--- config.mk ---
export PLATFORM = sky130hd
export DESIGN_NAME = min_max_intensity_rescale_core_flat
export DESIGN_NICKNAME = d
export VERILOG_FILES = /design/src/hw/rtl/mmir_pkg.sv /design/src/hw/rtl/mmir_if.sv /design/src/hw/rtl/mmir_stats.sv /design/src/hw/rtl/mmir_div.sv /design/src/hw/rtl/min_max_intensity_rescale_core.sv /design/src/flat_wrapper.sv
export SDC_FILE = /design/constraint.sdc
export NUM_CORES = 1
export LEC_CHECK = 0
export BUFFER_PORTS_ARGS = -buffer_cell sky130_fd_sc_hd__buf_2
export CAP_MARGIN = 25
export CORE_ASPECT_RATIO = 0.5
export CORE_MARGIN = 2
export CORE_UTILIZATION = 46
export DETAILED_ROUTE_END_ITERATION = 7
export GPL_ROUTABILITY_DRIVEN = 1
export HOLD_SLACK_MARGIN = 0.12
export SYNTH_ARGS = -nofsm -noshare
export SYNTH_HDL_FRONTEND = slang
export SYNTH_HIERARCHICAL = 1
export SYNTH_SLANG_ARGS = --single-unit
--- constraint.sdc ---
create_clock -name clk -period 8.9 [get_ports clk]
set_input_delay 2.67 -clock clk [delete_from_list [all_inputs] [get_ports clk]]
set_output_delay 2.67 -clock clk [all_outputs]
set_load 0.03 [all_outputs]
--- src/hw/rtl/mmir_pkg.sv ---
// ----------------------------------------------------------------------------
// mmir_pkg: shared types and constants for the min-max intensity rescaler
// Holds field widths, the configuration register codes and the control
// structs passed between the sequencer, the statistics and the divider.
// ----------------------------------------------------------------------------
package mmir_pkg;

    localparam int PIXEL_BITS_DEF = 16;
    localparam int OUT_BITS       = 16;
    localparam int CFG_BITS       = 16;
    localparam int RANGE_BITS     = CFG_BITS + 1;

    localparam logic signed [CFG_BITS-1:0] OUT_MAX_RST = 16'sd255;
    localparam logic signed [CFG_BITS-1:0] OUT_MIN_RST = 16'sd0;

    typedef enum logic [0:0] {
        CFG_OUT_MAX = 1'b0,
        CFG_OUT_MIN = 1'b1
    } mmir_cfg_idx_t;

    typedef struct packed {
        logic update;
        logic clear;
    } mmir_stat_ctl_t;

    typedef struct packed {
        logic busy;
        logic done;
    } mmir_div_st_t;

endpackage

--- src/hw/rtl/mmir_if.sv ---
// ----------------------------------------------------------------------------
// mmir_if: valid/ready channels of the min-max intensity rescaler
// Pixel channel into the block and result channel out of it.
// ----------------------------------------------------------------------------
interface mmir_in_if #(
    parameter int PIXEL_BITS = mmir_pkg::PIXEL_BITS_DEF
);
    logic                         valid;
    logic                         ready;
    logic                         kind;
    logic signed [PIXEL_BITS-1:0] pixel;
    logic                         frame_end;

    modport source (output valid, kind, pixel, frame_end, input ready);
    modport sink   (input valid, kind, pixel, frame_end, output ready);
endinterface

interface mmir_out_if;
    logic                                 valid;
    logic                                 ready;
    logic signed [mmir_pkg::OUT_BITS-1:0] scaled;
    logic                                 last;

    modport source (output valid, scaled, last, input ready);
    modport sink   (input valid, scaled, last, output ready);
endinterface

--- src/hw/rtl/mmir_stats.sv ---
// ----------------------------------------------------------------------------
// mmir_stats: running minimum and maximum of the measure pass
// Update on each measure item, return to the empty range on clear.
// ----------------------------------------------------------------------------
module mmir_stats #(
    parameter int PIXEL_BITS = mmir_pkg::PIXEL_BITS_DEF
) (
    input  logic                         clk,
    input  logic                         rst_n,
    input  mmir_pkg::mmir_stat_ctl_t     ctl,
    input  logic signed [PIXEL_BITS-1:0] pixel,
    output logic signed [PIXEL_BITS-1:0] min_seen,
    output logic signed [PIXEL_BITS-1:0] max_seen
);
    import mmir_pkg::*;

    localparam logic signed [PIXEL_BITS-1:0] PIX_MAX = {1'b0, {(PIXEL_BITS-1){1'b1}}};
    localparam logic signed [PIXEL_BITS-1:0] PIX_MIN = ~PIX_MAX;

    logic signed [PIXEL_BITS-1:0] min_reg, min_next;
    logic signed [PIXEL_BITS-1:0] max_reg, max_next;

    always_comb
    begin
        min_next = min_reg;
        max_next = max_reg;
        if (ctl.clear)
        begin
            min_next = PIX_MAX;
            max_next = PIX_MIN;
        end
        else if (ctl.update)
        begin
            if (pixel < min_reg)
            begin
                min_next = pixel;
            end
            if (pixel > max_reg)
            begin
                max_next = pixel;
            end
        end
    end

    always_ff @(posedge clk or negedge rst_n)
    begin
        if (!rst_n)
        begin
            min_reg <= PIX_MAX;
            max_reg <= PIX_MIN;
        end
        else
        begin
            min_reg <= min_next;
            max_reg <= max_next;
        end
    end

    assign min_seen = min_reg;
    assign max_seen = max_reg;

endmodule

--- src/hw/rtl/mmir_div.sv ---
// ----------------------------------------------------------------------------
// mmir_div: signed radix-2 restoring divider
// One quotient bit per cycle on magnitudes, quotient truncated toward zero.
// ----------------------------------------------------------------------------
module mmir_div #(
    parameter int NUM_W = mmir_pkg::PIXEL_BITS_DEF + 18,
    parameter int DEN_W = mmir_pkg::PIXEL_BITS_DEF + 1
) (
    input  logic                    clk,
    input  logic                    rst_n,
    input  logic                    start,
    input  logic signed [NUM_W-1:0] num,
    input  logic signed [DEN_W-1:0] den,
    output mmir_pkg::mmir_div_st_t  status,
    output logic signed [NUM_W-1:0] quotient
);
    import mmir_pkg::*;

    localparam int CNT_W = $clog2(NUM_W + 1);

    logic             busy_reg, busy_next;
    logic             done_reg, done_next;
    logic [CNT_W-1:0] cnt_reg, cnt_next;
    logic [NUM_W-1:0] quo_reg, quo_next;
    logic [DEN_W-1:0] rem_reg, rem_next;
    logic [DEN_W-1:0] den_reg, den_next;
    logic             neg_reg, neg_next;
    logic [DEN_W:0]   trial;
    logic [DEN_W:0]   trial_sub;

    assign trial     = {rem_reg, quo_reg[NUM_W-1]};
    assign trial_sub = trial - {1'b0, den_reg};

    always_comb
    begin
        busy_next = busy_reg;
        done_next = 1'b0;
        cnt_next  = cnt_reg;
        quo_next  = quo_reg;
        rem_next  = rem_reg;
        den_next  = den_reg;
        neg_next  = neg_reg;
        if (start)
        begin
            // load magnitudes, remember the sign of the quotient
            busy_next = 1'b1;
            cnt_next  = CNT_W'(NUM_W);
            quo_next  = num[NUM_W-1] ? NUM_W'(-num) : NUM_W'(num);
            den_next  = den[DEN_W-1] ? DEN_W'(-den) : DEN_W'(den);
            rem_next  = '0;
            neg_next  = num[NUM_W-1] ^ den[DEN_W-1];
        end
        else if (busy_reg)
        begin
            if (trial >= {1'b0, den_reg})
            begin
                rem_next = trial_sub[DEN_W-1:0];
                quo_next = {quo_reg[NUM_W-2:0], 1'b1};
            end
            else
            begin
                rem_next = trial[DEN_W-1:0];
                quo_next = {quo_reg[NUM_W-2:0], 1'b0};
            end
            cnt_next = cnt_reg - CNT_W'(1);
            if (cnt_reg == CNT_W'(1))
            begin
                busy_next = 1'b0;
                done_next = 1'b1;
            end
        end
    end

    always_ff @(posedge clk or negedge rst_n)
    begin
        if (!rst_n)
        begin
            busy_reg <= 1'b0;
            done_reg <= 1'b0;
            cnt_reg  <= '0;
        end
        else
        begin
            busy_reg <= busy_next;
            done_reg <= done_next;
            cnt_reg  <= cnt_next;
        end
    end

    always_ff @(posedge clk)
    begin
        quo_reg <= quo_next;
        rem_reg <= rem_next;
        den_reg <= den_next;
        neg_reg <= neg_next;
    end

    assign status.busy = busy_reg;
    assign status.done = done_reg;
    assign quotient    = neg_reg ? NUM_W'(-quo_reg) : NUM_W'(quo_reg);

endmodule

--- src/hw/rtl/min_max_intensity_rescale_core.sv ---
// ----------------------------------------------------------------------------
// min_max_intensity_rescale_core: min-max contrast stretch of a signed image
// Measure pass items track the pixel range; map pass items are stretched to
// the configured target range with an exact product and a shared divider.
// ----------------------------------------------------------------------------
//
//  channel   dir  handshake      payload
//  --------  ---  -------------  ------------------------------------------
//  pixels    in   valid / ready  kind, pixel[PIXEL_BITS], frame_end
//  results   out  valid / ready  scaled[16], last
//  cfg       in   cfg_we         cfg_index (0 out_max, 1 out_min), cfg_data
//
//  A measure item leaves the sequencer idle and gives no result.
//  A map item runs through accept, multiply, divider load, the divider steps
//  over the PIXEL_BITS + 18 quotient bits, the done cycle that forms the
//  sum, and a hand-off to the output register; the radix-2 divider loop, one
//  quotient bit a cycle, is the longest of these steps.
//  An empty-span map item (max equal to min) goes straight to the hand-off.
//  The output register holds a result while the sink stalls; the next item
//  is accepted meanwhile, and a new map result waits until the register frees.
//  Reset clears the sequencer, the output valid, the statistics to the empty
//  range and the target range to 0..255.
// ----------------------------------------------------------------------------
module min_max_intensity_rescale_core #(
    parameter int PIXEL_BITS = mmir_pkg::PIXEL_BITS_DEF
) (
    input  logic                             clk,
    input  logic                             rst_n,
    mmir_in_if.sink                          pixels,
    mmir_out_if.source                       results,
    input  logic                             cfg_we,
    input  mmir_pkg::mmir_cfg_idx_t          cfg_index,
    input  logic [mmir_pkg::CFG_BITS-1:0]    cfg_data
);
    import mmir_pkg::*;

    localparam int DIFF_W = PIXEL_BITS + 1;
    localparam int PROD_W = DIFF_W + RANGE_BITS;

    localparam logic signed [PIXEL_BITS-1:0] PIX_MAX = {1'b0, {(PIXEL_BITS-1){1'b1}}};
    localparam logic signed [PIXEL_BITS-1:0] PIX_MIN = ~PIX_MAX;

    typedef enum logic [4:0] {
        S_IDLE  = 5'b00001,
        S_MUL   = 5'b00010,
        S_START = 5'b00100,
        S_DIV   = 5'b01000,
        S_DONE  = 5'b10000
    } state_t;

    state_t state_reg, state_next;

    // target range, to be written only while idle; the block never checks
    logic signed [CFG_BITS-1:0] out_max_reg;
    logic signed [CFG_BITS-1:0] out_min_reg;

    // operands captured at accept, then the product and the result
    logic signed [DIFF_W-1:0]     diff_reg, diff_next;
    logic signed [DIFF_W-1:0]     span_reg, span_next;
    logic signed [RANGE_BITS-1:0] range_reg, range_next;
    logic signed [PROD_W-1:0]     prod_reg, prod_next;
    logic signed [OUT_BITS-1:0]   res_reg, res_next;
    logic                         last_reg, last_next;

    // output register
    logic                       out_valid_reg, out_valid_next;
    logic signed [OUT_BITS-1:0] scaled_reg, scaled_next;
    logic                       out_last_reg, out_last_next;

    logic                         acc;
    logic                         out_free;
    mmir_stat_ctl_t               stat_ctl;
    mmir_div_st_t                 div_st;
    logic                         div_start;
    logic signed [PROD_W-1:0]     quotient;
    logic signed [PIXEL_BITS-1:0] min_seen;
    logic signed [PIXEL_BITS-1:0] max_seen;
    logic signed [DIFF_W-1:0]     span_now;

    assign pixels.ready = (state_reg == S_IDLE);
    assign acc          = pixels.valid && pixels.ready;
    assign out_free     = !out_valid_reg || results.ready;
    assign span_now     = {max_seen[PIXEL_BITS-1], max_seen} - {min_seen[PIXEL_BITS-1], min_seen};

    // measure items widen the range; the last map item of a frame empties it
    assign stat_ctl.update = acc && !pixels.kind;
    assign stat_ctl.clear  = acc && pixels.kind && pixels.frame_end;

    mmir_stats #(
        .PIXEL_BITS (PIXEL_BITS)
    ) u_stats (
        .clk      (clk),
        .rst_n    (rst_n),
        .ctl      (stat_ctl),
        .pixel    (pixels.pixel),
        .min_seen (min_seen),
        .max_seen (max_seen)
    );

    assign div_start = (state_reg == S_START);

    mmir_div #(
        .NUM_W (PROD_W),
        .DEN_W (DIFF_W)
    ) u_div (
        .clk      (clk),
        .rst_n    (rst_n),
        .start    (div_start),
        .num      (prod_reg),
        .den      (span_reg),
        .status   (div_st),
        .quotient (quotient)
    );

    // sequencer and datapath
    always_comb
    begin
        state_next     = state_reg;
        diff_next      = diff_reg;
        span_next      = span_reg;
        range_next     = range_reg;
        prod_next      = prod_reg;
        res_next       = res_reg;
        last_next      = last_reg;
        out_valid_next = out_valid_reg;
        scaled_next    = scaled_reg;
        out_last_next  = out_last_reg;

        // drop the result once the sink takes it
        if (results.ready)
        begin
            out_valid_next = 1'b0;
        end

        unique case (state_reg)
            S_IDLE:
            begin
                if (acc && pixels.kind)
                begin
                    // snapshot the statistics before they are cleared
                    diff_next  = {pixels.pixel[PIXEL_BITS-1], pixels.pixel}
                               - {min_seen[PIXEL_BITS-1], min_seen};
                    span_next  = span_now;
                    range_next = {out_max_reg[CFG_BITS-1], out_max_reg}
                               - {out_min_reg[CFG_BITS-1], out_min_reg};
                    last_next  = pixels.frame_end;
                    res_next   = OUT_BITS'(pixels.pixel);
                    if (span_now == '0)
                    begin
                        state_next = S_DONE;
                    end
                    else
                    begin
                        state_next = S_MUL;
                    end
                end
            end
            S_MUL:
            begin
                prod_next  = PROD_W'(diff_reg) * PROD_W'(range_reg);
                state_next = S_START;
            end
            S_START:
            begin
                state_next = S_DIV;
            end
            S_DIV:
            begin
                if (div_st.done)
                begin
                    res_next   = quotient[OUT_BITS-1:0] + out_min_reg;
                    state_next = S_DONE;
                end
            end
            S_DONE:
            begin
                // hold until the output register frees
                if (out_free)
                begin
                    out_valid_next = 1'b1;
                    scaled_next    = res_reg;
                    out_last_next  = last_reg;
                    state_next     = S_IDLE;
                end
            end
            default:
            begin
                state_next = S_IDLE;
            end
        endcase
    end

    always_ff @(posedge clk or negedge rst_n)
    begin
        if (!rst_n)
        begin
            state_reg     <= S_IDLE;
            out_valid_reg <= 1'b0;
        end
        else
        begin
            state_reg     <= state_next;
            out_valid_reg <= out_valid_next;
        end
    end

    always_ff @(posedge clk)
    begin
        diff_reg     <= diff_next;
        span_reg     <= span_next;
        range_reg    <= range_next;
        prod_reg     <= prod_next;
        res_reg      <= res_next;
        last_reg     <= last_next;
        scaled_reg   <= scaled_next;
        out_last_reg <= out_last_next;
    end

    // configuration writes
    always_ff @(posedge clk or negedge rst_n)
    begin
        if (!rst_n)
        begin
            out_max_reg <= OUT_MAX_RST;
            out_min_reg <= OUT_MIN_RST;
        end
        else if (cfg_we)
        begin
            unique case (cfg_index)
                CFG_OUT_MAX: out_max_reg <= cfg_data;
                CFG_OUT_MIN: out_min_reg <= cfg_data;
                default:     out_max_reg <= out_max_reg;
            endcase
        end
    end

    assign results.valid  = out_valid_reg;
    assign results.scaled = scaled_reg;
    assign results.last   = out_last_reg;

    // the divider finishes only while the sequencer waits on it
    a_done_in_div: assert property (@(posedge clk) disable iff (!rst_n)
        div_st.done |-> (state_reg == S_DIV))
        else $error("divider finished outside the divide state");

    // while waiting on the divider, it is running or just finished
    a_div_alive: assert property (@(posedge clk) disable iff (!rst_n)
        (state_reg == S_DIV) |-> (div_st.busy || div_st.done))
        else $error("divide state entered with the divider idle");

    // a hand-off from the done state always presents a result
    a_handoff: assert property (@(posedge clk) disable iff (!rst_n)
        ((state_reg == S_DONE) && out_free) |=> results.valid)
        else $error("result lost at hand-off");

    // the last map item of a frame empties the statistics
    a_stats_clear: assert property (@(posedge clk) disable iff (!rst_n)
        (acc && pixels.kind && pixels.frame_end)
        |=> ((min_seen == PIX_MAX) && (max_seen == PIX_MIN)))
        else $error("statistics not cleared at frame end");

endmodule

--- src/flat_wrapper.sv ---
// flat-port wrapper written by rule: the top's interface ports become plain ports
module min_max_intensity_rescale_core_flat import mmir_pkg::*;
#(
    parameter int PIXEL_BITS = mmir_pkg::PIXEL_BITS_DEF
)
  (clk, rst_n, cfg_we, cfg_index, cfg_data, pixels_valid, pixels_kind, pixels_pixel, pixels_frame_end, pixels_ready, results_valid, results_scaled, results_last, results_ready);
  mmir_in_if #(.PIXEL_BITS(PIXEL_BITS)) pixels_i ();
  mmir_out_if results_i ();
  input  logic clk;
  input  logic rst_n;
  input  logic cfg_we;
  input  mmir_pkg::mmir_cfg_idx_t cfg_index;
  input  logic [mmir_pkg::CFG_BITS-1:0] cfg_data;
  input wire logic [$bits(pixels_i.valid)-1:0] pixels_valid;
  input wire logic [$bits(pixels_i.kind)-1:0] pixels_kind;
  input wire logic [$bits(pixels_i.pixel)-1:0] pixels_pixel;
  input wire logic [$bits(pixels_i.frame_end)-1:0] pixels_frame_end;
  output wire logic [$bits(pixels_i.ready)-1:0] pixels_ready;
  output wire logic [$bits(results_i.valid)-1:0] results_valid;
  output wire logic [$bits(results_i.scaled)-1:0] results_scaled;
  output wire logic [$bits(results_i.last)-1:0] results_last;
  input wire logic [$bits(results_i.ready)-1:0] results_ready;
  assign pixels_i.valid = pixels_valid;
  assign pixels_i.kind = pixels_kind;
  assign pixels_i.pixel = pixels_pixel;
  assign pixels_i.frame_end = pixels_frame_end;
  assign pixels_ready = pixels_i.ready;
  assign results_valid = results_i.valid;
  assign results_scaled = results_i.scaled;
  assign results_last = results_i.last;
  assign results_i.ready = results_ready;
  min_max_intensity_rescale_core #(.PIXEL_BITS(PIXEL_BITS)) u_core (.clk(clk), .rst_n(rst_n), .pixels(pixels_i), .results(results_i), .cfg_we(cfg_we), .cfg_index(cfg_index), .cfg_data(cfg_data));
endmodule
==> flow_summary.rst <==
.. list-table::
   :header-rows: 1

   * - Metric
     - Value
   * - Result of the run
     - finished, final reports clean
   * - Most common cell after layout, fill and taps aside
     - sky130_fd_sc_hd__inv_1
   * - Total routed wirelength
     - 67,310 um
   * - Wire length of the first global-routing pass
     - 108,000 um
   * - Required time of the critical path
     - 9250 ps
   * - Number of warning messages in the yosys log
     - 6
   * - Reg2Reg Setup Slack
     - 2090 ps
   * - Overall die width
     - 344.2 um
   * - Most numerous cell on the critical path
     - sky130_fd_sc_hd__fa_1
   * - Pins over their slew limit
     - 0
   * - Clock tree from TritonCTS
     - yes
   * - Area growth from synthesis to layout
     - 7.948%
   * - Count of buffering cells on the critical path with inverters included
     - 4
   * - List of cells traversed by the critical path
     - nand2_1 > fa_1 > inv_1 > fa_1 > fa_1 > fa_1 > fa_1 > inv_1 > fa_1 > inv_1 > ha_1 > inv_1 > nor2_1 > nand2b_1 > a211oi_1 > nand3b_1 > o311ai_1 > a31oi_1 > mux2i_1 > o311ai_0
   * - Most used routing layer in global routing
     - met2
   * - Final Wtd Congestion
     - 0.9175
   * - Number of primary I/O pins
     - 59
   * - Source-to-sink clock delay at the later pin of the worst-skew pair
     - 610 ps
   * - GR met3 Demand/Resource
     - 0.03325
   * - Wire length per cell
     - 19.06 um
   * - M1 GR Usage
     - 0.3502
   * - Worst max-slew margin expressed relative to the limit
     - 0.3055
   * - Post-Syn Instances
     - 2,720
   * - Aggregate negative setup slack
     - 0 ps
   * - Share of cells above drive strength 1
     - 0.07820
   * - Number of violations reported at the end of detailed-routing iteration 0
     - 1,467
   * - Hold-fix buffers, CTS
     - 0
   * - Largest delay contributor family on the critical path
     - adder cells
   * - Worst Max-Slew Pin Slew
     - 1038 ps
   * - Antenna violation net count after detailed routing
     - 0
   * - Number of hold-slack violations in the final timing report
     - 0
   * - Die area
     - 59,930 sq um
   * - Vias per cell
     - 5.350
   * - First-pass detailed-route iteration total
     - 6
   * - Effective utilization at floorplan
     - 0.4650
   * - Clock Sinks
     - 266
   * - Layout Nets
     - 3,281
   * - Core Rows
     - 62
   * - Clock Path Buffers
     - 3
   * - Unrepaired setup endpoints after global routing
     - false
   * - Total number of vias
     - 18,890
   * - Largest clock skew in the final design
     - 25.58 ps
   * - Total of max-cap violations
     - 0
   * - Library cell contributing the largest single delay on the critical path
     - sky130_fd_sc_hd__fa_1
   * - Maximum number of pins on one net before global-route repair
     - 67
   * - Crit path largest cell delay
     - 890 ps
   * - Number of global-route vias before repair
     - 19,143
   * - Syn Area/Cell
     - 9.787 sq um
   * - CTS buffer count
     - 29
   * - Most frequent cells in the layout
     - sky130_fd_sc_hd__inv_1, sky130_fd_sc_hd__fa_1, sky130_fd_sc_hd__nand2_1, sky130_fd_sc_hd__ha_1, sky130_fd_sc_hd__edfxtp_1
   * - Number of antenna violations at the first check in global routing
     - 1
   * - Total nets after synthesis
     - 3,262
   * - CTS HTree Levels
     - 1
   * - Startpoint kind of the worst setup timing path
     - flip-flop
   * - Final Cycle Share
     - 0.7655
   * - Maximum fanout along the worst path
     - 17
   * - Vertical die dimension
     - 174.1 um
   * - Highest attainable clock frequency
     - 146.8 MHz
   * - Area of the mapped netlist
     - 26,620 sq um
   * - Buffers added on ports
     - 58
   * - Root cell of the clock tree
     - sky130_fd_sc_hd__clkbuf_16
   * - Floorplan Core Area
     - 57,250 sq um
   * - Setup fix buffers added after clock tree synthesis
     - 0
   * - Critical path data arrival time
     - 7160 ps
   * - Final Setup Violations
     - 0
   * - Count of unresolved DRC violations after routing
     - 0
   * - Tightest Hold Check Type
     - reg -> reg
   * - Crit path kind
     - reg -> reg
   * - Remaining global-route overflow
     - 0
   * - Minimum clock period after layout
     - 6813 ps
   * - Overall track demand over capacity in global routing
     - 0.2307
   * - Global-route met2 utilization
     - 0.3543
   * - Crit end category
     - flip-flop
   * - Clock Pin Slew Worst Setup and Hold Paths
     - 80 ps
   * - PostCTS Resize Cnt
     - 0
   * - HPWL after detailed placement
     - 52,320 um
path summary, 6_finish.rpt:
check,from,to,depth (start not counted)
min in group asynchronous,rst_n,u_core/u_div/cnt_reg[5],1
hold reg to reg,u_core/last_reg,u_core/results.last,0
hold / removal,u_core/last_reg,u_core/results.last,0
max in group asynchronous,rst_n,u_core/u_stats/max_seen[14],2
setup / recovery,u_core/diff_reg[16],u_core/prod_reg[33],20
setup reg to reg,u_core/diff_reg[16],u_core/prod_reg[33],20
through the flow:
step	area [sq um]	hold slack, ps	cells	setup WS [ps]	utilization
3_5_place_dp	27650	405.6	3475	2061	0.4830
3_3_place_gp	27650	402.5	3475	2107	0.4830
4_1_cts	28730	422.4	3529	2056	0.5017
5_1_grt	28730	429.8	3530	1531	0.5019
2_1_floorplan	26620	400.3	2720	2665	-
6_report	28740	424.8	3531	2087	0.5019
layer usage:
| metal | part of all wire | wire, um |
|---|---|---|
| met4 | 0.017 | 1127 |
| met1 | 0.49 | 32990 |
| met2 | 0.43 | 29200 |
| met3 | 0.059 | 3990 |
| met5 | 0 | 0 |
layout make-up:
class                           instances  area [sq um]
Inverter                              483          1813
Antenna cell                            1         2.502
Multi-Input combinational cell       1888         17040
Timing Repair Buffer                   71         390.4
Clock buffer                           33         804.5
Sequential cell                       266          7458
Tap cell                              768         960.9
Clock inverter                         21         269.0
Fill cell                            5348         28510
Power is left out: the tool's default activity adds up to more than one toggle a clock period on the data nets, which glitch-free logic cannot reach.
